### src/design/tmfc_pkg.sv
// ----------------------------------------------------------------------------
// tmfc_pkg - shared types and codes for the timestamp matched frame cache
// Holds the controller states, lookup status codes, register index,
// and the control bundle sent to each storage cell.
// ----------------------------------------------------------------------------
package tmfc_pkg;

  // Fixed field widths
  localparam int TS_BITS    = 64;
  localparam int LIMIT_BITS = 5;
  localparam int APB_BITS   = 32;
  localparam int ADDR_BITS  = 3;

  localparam logic [LIMIT_BITS-1:0] LIMIT_RESET = 5'd16;

  // Input action codes
  localparam logic ACT_INSERT = 1'b0;
  localparam logic ACT_LOOKUP = 1'b1;

  // Register index (paddr[2])
  localparam logic REG_ENTRY_LIMIT = 1'b0;

  // Lookup status codes
  localparam logic [1:0] STAT_SENT     = 2'd0;
  localparam logic [1:0] STAT_CONSUMED = 2'd1;
  localparam logic [1:0] STAT_DROPPED  = 2'd2;
  localparam logic [1:0] STAT_PENDING  = 2'd3;

  // Controller states
  typedef enum logic [1:0] {
    ST_IDLE,
    ST_SCAN,
    ST_DROP,
    ST_DONE
  } state_t;

  // Per-cell control: rotate the ring, or load a new entry
  typedef struct packed {
    logic shift;
    logic load;
  } cell_ctl_t;

endpackage

### src/design/tmfc_cell.sv
// ----------------------------------------------------------------------------
// tmfc_cell - one entry of the rotating entry ring
// Holds timestamp, sent flag and handle. Takes its neighbor's entry on a
// shift, or a fresh entry (sent cleared) on a load; load wins.
// ----------------------------------------------------------------------------
module tmfc_cell #(
  parameter int HANDLE_BITS = 32
) (
  input  logic                          clk,
  input  tmfc_pkg::cell_ctl_t           ctl,
  input  logic [tmfc_pkg::TS_BITS-1:0]  nbr_time,
  input  logic                          nbr_sent,
  input  logic [HANDLE_BITS-1:0]        nbr_handle,
  input  logic [tmfc_pkg::TS_BITS-1:0]  ld_time,
  input  logic [HANDLE_BITS-1:0]        ld_handle,
  output logic [tmfc_pkg::TS_BITS-1:0]  time_q,
  output logic                          sent_q,
  output logic [HANDLE_BITS-1:0]        handle_q
);

  // Entry storage, payload only
  always_ff @(posedge clk) begin
    if (ctl.load) begin
      time_q   <= ld_time;
      sent_q   <= 1'b0;
      handle_q <= ld_handle;
    end else if (ctl.shift) begin
      time_q   <= nbr_time;
      sent_q   <= nbr_sent;
      handle_q <= nbr_handle;
    end
  end

endmodule

### src/design/timestamp_matched_frame_cache.sv
// ----------------------------------------------------------------------------
// timestamp_matched_frame_cache - bounded FIFO of frames matched by timestamp
// Entries sit in a ring of cells, oldest in cell 0. Inserts load one cell;
// lookups rotate the ring once around, examining cell 0 each cycle.
//
//   Channel  Dir  Payload                                  Transaction
//   s_*      in   tuser: action; tdata: timestamp, handle  insert / lookup
//   m_*      out  tuser: status; tdata: handle, held cnt   one per lookup
//   apb      in   entry_limit at address 0                 register write
//
// Inserts and zero-timestamp lookups leave the controller in ST_IDLE with
// s_tready high; a zero-timestamp lookup gives no result. A lookup passes
//   through ST_SCAN, ST_DROP and ST_DONE, with s_tready low throughout.
// The result waits in an output register; a stalled m_tready holds the
// controller in its result cycle. Synchronous reset empties the cache.
// ----------------------------------------------------------------------------
module timestamp_matched_frame_cache #(
  parameter int MAX_ENTRIES = 16,
  parameter int HANDLE_BITS = 32
) (
  input  logic clk,
  input  logic rst,
  // Input stream
  input  logic s_tvalid,
  output logic s_tready,
  // [63:0] timestamp, [64+:HANDLE_BITS] buffer_handle
  input  logic [((tmfc_pkg::TS_BITS+HANDLE_BITS+7)/8)*8-1:0] s_tdata,
  // [0] action
  input  logic [0:0] s_tuser,
  // Result stream
  output logic m_tvalid,
  input  logic m_tready,
  // [HANDLE_BITS-1:0] found_handle, then entries_held
  output logic [((HANDLE_BITS+$clog2(MAX_ENTRIES+1)+7)/8)*8-1:0] m_tdata,
  // [1:0] lookup_status
  output logic [1:0] m_tuser,
  // Configuration
  input  logic                              psel,
  input  logic                              penable,
  input  logic                              pwrite,
  input  logic [tmfc_pkg::ADDR_BITS-1:0]    paddr,
  input  logic [tmfc_pkg::APB_BITS-1:0]     pwdata,
  output logic [tmfc_pkg::APB_BITS-1:0]     prdata,
  output logic                              pready
);

  localparam int TSB    = tmfc_pkg::TS_BITS;
  localparam int HW     = $clog2(MAX_ENTRIES + 1);
  localparam int PW     = $clog2(MAX_ENTRIES);
  localparam int LW     = (HW > tmfc_pkg::LIMIT_BITS) ? HW : tmfc_pkg::LIMIT_BITS;
  localparam int OUT_DW = ((HANDLE_BITS + HW + 7) / 8) * 8;

  // Control and scan state
  tmfc_pkg::state_t              state, state_next;
  logic [tmfc_pkg::LIMIT_BITS-1:0] entry_limit;
  logic [HW-1:0]                 held;
  logic [PW-1:0]                 pos;
  logic [TSB-1:0]                ts;
  logic                          found;
  logic                          was_sent;
  logic                          newer;
  logic                          lead_run;
  logic [HW-1:0]                 drop_cnt;
  logic [HANDLE_BITS-1:0]        hit_handle;

  // Ring contents
  logic [TSB-1:0]          cell_time   [MAX_ENTRIES];
  logic                    cell_sent   [MAX_ENTRIES];
  logic [HANDLE_BITS-1:0]  cell_handle [MAX_ENTRIES];
  tmfc_pkg::cell_ctl_t     cell_ctl    [MAX_ENTRIES];

  logic                    in_acc;
  logic                    is_insert;
  logic [TSB-1:0]          in_ts;
  logic [HANDLE_BITS-1:0]  in_handle;
  logic [LW-1:0]           lim_ext;
  logic [LW-1:0]           eff_lim;
  logic                    evict;
  logic                    do_insert;
  logic [HW-1:0]           wpos;
  logic                    scanning;
  logic                    pos_ok;
  logic                    head_eq;
  logic                    head_lt;
  logic                    first_hit;
  logic                    scan_last;
  logic                    drop_go;
  logic                    rotate;
  logic                    out_free;
  logic                    out_load;
  logic [1:0]              status;
  logic                    cfg_wr;

  // Input fields
  assign in_acc    = s_tvalid && s_tready;
  assign is_insert = (s_tuser[0] == tmfc_pkg::ACT_INSERT);
  assign in_ts     = s_tdata[TSB-1:0];
  assign in_handle = s_tdata[TSB +: HANDLE_BITS];

  // Effective limit: zero acts as one, clamped to capacity
  assign lim_ext = LW'(entry_limit);
  always_comb begin
    if (lim_ext == '0) begin
      eff_lim = LW'(1);
    end else if (lim_ext > LW'(MAX_ENTRIES)) begin
      eff_lim = LW'(MAX_ENTRIES);
    end else begin
      eff_lim = lim_ext;
    end
  end

  // Insert: evict oldest by one rotation, write new entry behind the rest
  assign evict     = (LW'(held) >= eff_lim);
  assign wpos      = evict ? (held - HW'(1)) : held;

  // Head cell compare during the scan
  assign pos_ok    = (HW'(pos) < held);
  assign head_eq   = (cell_time[0] == ts);
  assign head_lt   = (cell_time[0] < ts);
  assign first_hit = scanning && pos_ok && !found && head_eq;
  assign scan_last = (pos == PW'(MAX_ENTRIES - 1));
  assign drop_go   = found && !was_sent && (drop_cnt != '0);

  assign out_free  = !m_tvalid || m_tready;

  always_comb begin
    if (found) begin
      status = was_sent ? tmfc_pkg::STAT_CONSUMED : tmfc_pkg::STAT_SENT;
    end else begin
      status = newer ? tmfc_pkg::STAT_DROPPED : tmfc_pkg::STAT_PENDING;
    end
  end

  // Next state
  always_comb begin
    state_next = state;
    case (state)
      tmfc_pkg::ST_IDLE: begin
        if (in_acc && !is_insert && (in_ts != '0)) state_next = tmfc_pkg::ST_SCAN;
      end
      tmfc_pkg::ST_SCAN: begin
        if (scan_last) state_next = tmfc_pkg::ST_DROP;
      end
      tmfc_pkg::ST_DROP: begin
        if (!drop_go) state_next = tmfc_pkg::ST_DONE;
      end
      tmfc_pkg::ST_DONE: begin
        if (out_free) state_next = tmfc_pkg::ST_IDLE;
      end
      default: state_next = tmfc_pkg::ST_IDLE;
    endcase
  end

  // State outputs
  always_comb begin
    s_tready = 1'b0;
    scanning = 1'b0;
    rotate   = 1'b0;
    out_load = 1'b0;
    case (state)
      tmfc_pkg::ST_IDLE: s_tready = 1'b1;
      tmfc_pkg::ST_SCAN: begin
        scanning = 1'b1;
        rotate   = 1'b1;
      end
      tmfc_pkg::ST_DROP: rotate   = drop_go;
      tmfc_pkg::ST_DONE: out_load = out_free;
      default: s_tready = 1'b0;
    endcase
  end

  assign do_insert = in_acc && is_insert;

  // Cell ring: cell k takes from k+1, last cell closes the ring from cell 0
  for (genvar k = 0; k < MAX_ENTRIES; k++) begin : g_cell
    localparam int NB = (k + 1) % MAX_ENTRIES;
    logic nbr_sent;

    assign cell_ctl[k].shift = rotate || (do_insert && evict);
    assign cell_ctl[k].load  = do_insert && (wpos == HW'(k));

    if (k == MAX_ENTRIES - 1) begin : g_wrap
      assign nbr_sent = cell_sent[NB] || first_hit;
    end else begin : g_mid
      assign nbr_sent = cell_sent[NB];
    end

    tmfc_cell #(
      .HANDLE_BITS (HANDLE_BITS)
    ) u_cell (
      .clk        (clk),
      .ctl        (cell_ctl[k]),
      .nbr_time   (cell_time[NB]),
      .nbr_sent   (nbr_sent),
      .nbr_handle (cell_handle[NB]),
      .ld_time    (in_ts),
      .ld_handle  (in_handle),
      .time_q     (cell_time[k]),
      .sent_q     (cell_sent[k]),
      .handle_q   (cell_handle[k])
    );
  end

  // Controller state and entry count
  always_ff @(posedge clk) begin
    if (rst) begin
      state <= tmfc_pkg::ST_IDLE;
      held  <= '0;
    end else begin
      state <= state_next;
      if (do_insert && !evict) begin
        held <= held + HW'(1);
      end else if (state == tmfc_pkg::ST_DROP && drop_go) begin
        held <= held - HW'(1);
      end
    end
  end

  // Scan bookkeeping
  always_ff @(posedge clk) begin
    if (state == tmfc_pkg::ST_IDLE) begin
      ts         <= in_ts;
      pos        <= '0;
      found      <= 1'b0;
      was_sent   <= 1'b0;
      newer      <= 1'b0;
      lead_run   <= 1'b1;
      drop_cnt   <= '0;
      hit_handle <= '0;
    end else if (scanning) begin
      pos <= pos + PW'(1);
      if (pos_ok) begin
        if (first_hit) begin
          found      <= 1'b1;
          was_sent   <= cell_sent[0];
          hit_handle <= cell_handle[0];
        end
        if (!head_eq && !head_lt) newer <= 1'b1;
        if (lead_run && head_lt) begin
          drop_cnt <= drop_cnt + HW'(1);
        end else begin
          lead_run <= 1'b0;
        end
      end
    end else if (state == tmfc_pkg::ST_DROP && drop_go) begin
      drop_cnt <= drop_cnt - HW'(1);
    end
  end

  // Result register
  always_ff @(posedge clk) begin
    if (rst) begin
      m_tvalid <= 1'b0;
    end else if (out_load) begin
      m_tvalid <= 1'b1;
    end else if (m_tready) begin
      m_tvalid <= 1'b0;
    end
  end

  always_ff @(posedge clk) begin
    if (out_load) begin
      m_tuser <= status;
      m_tdata <= OUT_DW'({held, (status == tmfc_pkg::STAT_SENT) ? hit_handle
                                                                 : {HANDLE_BITS{1'b0}}});
    end
  end

  // Configuration register
  assign pready = 1'b1;
  assign cfg_wr = psel && penable && pwrite && pready &&
                  (paddr[2] == tmfc_pkg::REG_ENTRY_LIMIT);

  always_ff @(posedge clk) begin
    if (rst) begin
      entry_limit <= tmfc_pkg::LIMIT_RESET;
    end else if (cfg_wr) begin
      entry_limit <= pwdata[tmfc_pkg::LIMIT_BITS-1:0];
    end
  end

  assign prdata = (paddr[2] == tmfc_pkg::REG_ENTRY_LIMIT) ?
                  tmfc_pkg::APB_BITS'(entry_limit) : '0;

  // Checks
  a_held_cap: assert property (@(posedge clk) disable iff (rst)
    HW'(MAX_ENTRIES) >= held)
    else $error("entry count above capacity");

  a_insert_holds: assert property (@(posedge clk) disable iff (rst)
    do_insert |=> (held != '0))
    else $error("cache empty after insert");

  a_result_src: assert property (@(posedge clk) disable iff (rst)
    $rose(m_tvalid) |-> ($past(state) == tmfc_pkg::ST_DONE))
    else $error("result raised outside result cycle");

  a_handle_zero: assert property (@(posedge clk) disable iff (rst)
    (m_tvalid && (m_tuser != tmfc_pkg::STAT_SENT)) |-> (m_tdata[HANDLE_BITS-1:0] == '0))
    else $error("handle present on a result that sent nothing");

endmodule

### config.mk
export PLATFORM = sky130hd
export DESIGN_NAME = timestamp_matched_frame_cache
export DESIGN_NICKNAME = d
export VERILOG_FILES = /design/src/design/tmfc_pkg.sv /design/src/design/tmfc_cell.sv /design/src/design/timestamp_matched_frame_cache.sv
export SDC_FILE = /design/constraint.sdc
export NUM_CORES = 2
export LEC_CHECK = 0
export ABC_AREA = 1
export BUFFER_PORTS_ARGS = -buffer_cell sky130_fd_sc_hd__buf_2
export CAP_MARGIN = 0
export CORE_UTILIZATION = 50
export DETAILED_ROUTE_END_ITERATION = 6
export GPL_ROUTABILITY_DRIVEN = 0
export GPL_TIMING_DRIVEN = 0
export PLACE_DENSITY = 0.66
export SLEW_MARGIN = 30
export SYNTH_ARGS = -nofsm -noshare
export SYNTH_HDL_FRONTEND = slang
export SYNTH_SLANG_ARGS = --single-unit
### constraint.sdc
create_clock -name clk -period 7.2 [get_ports clk]
set_input_delay 1.44 -clock clk [delete_from_list [all_inputs] [get_ports clk]]
set_output_delay 1.44 -clock clk [all_outputs]
set_load 0.05 [all_outputs]
==> impl_metrics.tcl <==
set metrics [dict create \
    status "finished with violations" \
    violations "design-rule violations" \
    cts_root_buffer "clkbuf_16" \
    worstPathArrival_ns 4.97 \
    vias 48400 \
    path_max_fanout 37 \
    r2r-end "g_cell[0].u_cell.time_q[35]" \
    synthFlopType "edfxtp_1" \
    cts_setup_buffers 0 \
    layout_commonest_cell "nand2_1" \
    seq_area_frac_synth 0.718 \
    grt_pass1_vias 46500 \
    die_area_um2 143000 \
    worst_slack_ns 2.72 \
    async_flop_share 0 \
    routedWlPerCell_um 21.7 \
    p_total_mw 27.9 \
    clk_pin_slew_ns 0.06 \
    holdWs_ns 0.468 \
    initial_core_util 0.505 \
    areaGrowthSynthToFinish_pct 13.9 \
    dieWidth_um 378 \
    overflow 0 \
    clock_path_buffers 3 \
    holdBufCountCts 0 \
    ir_drop_mv 0.250 \
    dp.cells 8237 \
    wl_um 186000 \
    cts_resized 0 \
    ff2ff_path_depth 14 \
    finalSetupViolCount 0 \
    hold_viol 0 \
    synth-seq-cells 1713 \
    io_buffers 155 \
    power_leakage_nw 31.0 \
    postSynthCellCount 6137 \
    cpPeakStageDelay_ns 0.65 \
    track_usage 0.262 \
    rrSetupSlack_ns 2.72 \
    dpl_worst_slack_ns 2.20 \
    critical_path_class "reg2reg" \
    worstHoldStart "newer" \
    timing.fmax_ghz 0.223 \
    final_cell_mix "nand2_1 (1,679), edfxtp_1 (1,639), o21ai_1 (954)" \
    dr.pass1.iters 7 \
    cp_num_cells 14 \
    drv_cap 0 \
    crit_path_cell_trace "inv_1, ha_1, nand2_1, clkinv_1, nand4_1, nand3_2, xor2_1, inv_2, nor2_1, nand3_1, clkbuf_1, nand2_4, buf_12, buf_16" \
    min_to "newer" \
    grt_first_pass_wirelength_um 281000 \
    critPathTopFamily "simple AND/OR/NAND/NOR gates" \
    antenna_found_initial 13 \
    drtAntennaViolNets 0 \
    drt_iter0_markers 5596 \
    cellPowerDensity_nw_per_um2 347 \
    htreeDepth 4 \
    post_synth.cell_area_avg_um2 11.5 \
    yosys_warnings 0 \
    cts_tree "built" \
    period_minus_slack_ns 4.48 \
    rows 137 \
    critPathCaptureType "flip-flop" \
    maxSlewHeadroom 0.313 \
    r2r-start "held[0]" \
    die_h_um 378 \
    clock_skew_ns 0.0268 \
    viasPerCell 5.65 \
    crit_buf_inv 6 \
    netlist_area_um2 70700 \
    clock_sinks 1713 \
    coreArea_um2 140000 \
    hold_depth 2 \
    synth_edf_count 1639 \
    required_ns 7.69 \
    drc 1 \
    rsz0062_at_grt "false" \
    fill_cells 11300 \
    final_nets 6758 \
    slowest_stage "xor2_1" \
    io_pins 216 \
    start_kind "flip-flop" \
    hold_path.class "reg2reg" \
    final_cells 8571 \
    tightest_slew_ns 1.03 \
    finalCritPeriodShare 0.622 \
    drive_above_1_share 0.0849 \
    dp_hpwl_um 128000 \
    ys_types 38 \
    grt_max_degree 49 \
    report.final.slew_viol_count 0 \
    setup_tns_ns 0 \
    cts_buffers 173 \
    clk_latency_ns 0.82 \
]
cells in the mapped netlist (31+ instances only):
library cell,n,area share
nand2_1,1695,0.090
edfxtp_1,1639,0.70
o21ai_1,954,0.068
o21ai_0,616,0.044
clkbuf_1,336,0.018
inv_1,271,0.014
nor2_1,112,0.0060
ha_1,82,0.015
dfxtp_1,74,0.021
a21oi_1,61,0.0043
buf_1,58,0.0031
buf_2,58,0.0041
nand3_1,39,0.0028
a211oi_1,32,0.0034
buf_4,31,0.0033
kinds of logic (layout without fill, tap and decap cells):
kind of cell	after synthesis	count (layout)	share of synthesized area
adders and majority gates	83	83	0.0148
AOI/OAI and AO/OA	1676	1676	0.120
other	2	47	0.000106
and+or+nand+nor	1890	1890	0.103
buffers and inverters	762	1275	0.0432
xor gates and xnor gates	11	11	0.00136
DFF	1713	1713	0.718
report_power, final:
| part | switching [mW] | total [mW] | internal, mW |
|---|---|---|---|
| logic | 3.51 | 4.93 | 1.43 |
| clock network | 3.85 | 8.74 | 4.88 |
| registers | 0.575 | 14.2 | 13.6 |
per-stage QoR:
step	cell area, um2	util
after floorplan	70800	-
after global placement	73900	0.528
after detailed placement	75000	0.536
after CTS	80400	0.575
after global routing	80400	0.575
final	80400	0.575
routing by layer:
layer  global-route usage  vias up  share of wire
li1                     -    22300              -
met2                0.403     2167           0.46
met5                    0        -        0.00014
met3               0.0574      301          0.098
met4               0.0924        4          0.031
met1                0.367    23600           0.41
worst reg2reg max path, stage by stage (launching register included):
cell      delay, ns
dfxtp_1        0.45
inv_1          0.17
ha_1           0.31
nand2_1        0.06
clkinv_1       0.07
nand4_1        0.13
nand3_2        0.20
xor2_1         0.65
inv_2          0.09
nor2_1         0.30
nand3_1        0.25
clkbuf_1       0.35
nand2_4        0.47
buf_12         0.31
buf_16         0.26
cell type report:
type | count | area, um2 | share of cell area
repair buffers | 195 | 1730 | 0.0215
flip-flops and latches | 1713 | 50700 | 0.630
inverters | 279 | 1050 | 0.0130
diodes | 16 | 40.0 | 0.000498
clock buffers | 225 | 4610 | 0.0573
plain buffers | 483 | 2020 | 0.0251
well taps | 1876 | 2350 | 0.0292
multi-input cells | 3691 | 17200 | 0.213
clock inverters | 93 | 793 | 0.00986
state kept, by name, summed over array words and instances, names as in the netlist:
name                    count
lead_run                    1
held                        5
pos                         4
m_tvalid                    1
ts                         64
g_cell.u_cell.sent_q       16
m_tuser                     2
state                       2
newer                       1
hit_handle                 32
g_cell.u_cell.handle_q    512
m_tdata                    37
entry_limit                 5
drop_cnt                    5
found                       1
was_sent                    1
g_cell.u_cell.time_q     1024
worst max-delay path by stage:
stage,end,slack [ns],start
2_1_floorplan,g_cell[10].u_cell.handle_q[0],0.73,state[0]
5_1_grt,g_cell[0].u_cell.time_q[42],2.57,state[0]
3_5_place_dp,g_cell[0].u_cell.time_q[33],2.20,s_tvalid
4_1_cts,g_cell[0].u_cell.time_q[37],2.82,held[0]
3_3_place_gp,g_cell[1].u_cell.time_q[39],-3.27,state[0]
6_report,g_cell[0].u_cell.time_q[35],2.72,held[0]
Power figures use the tool's default switching activity.
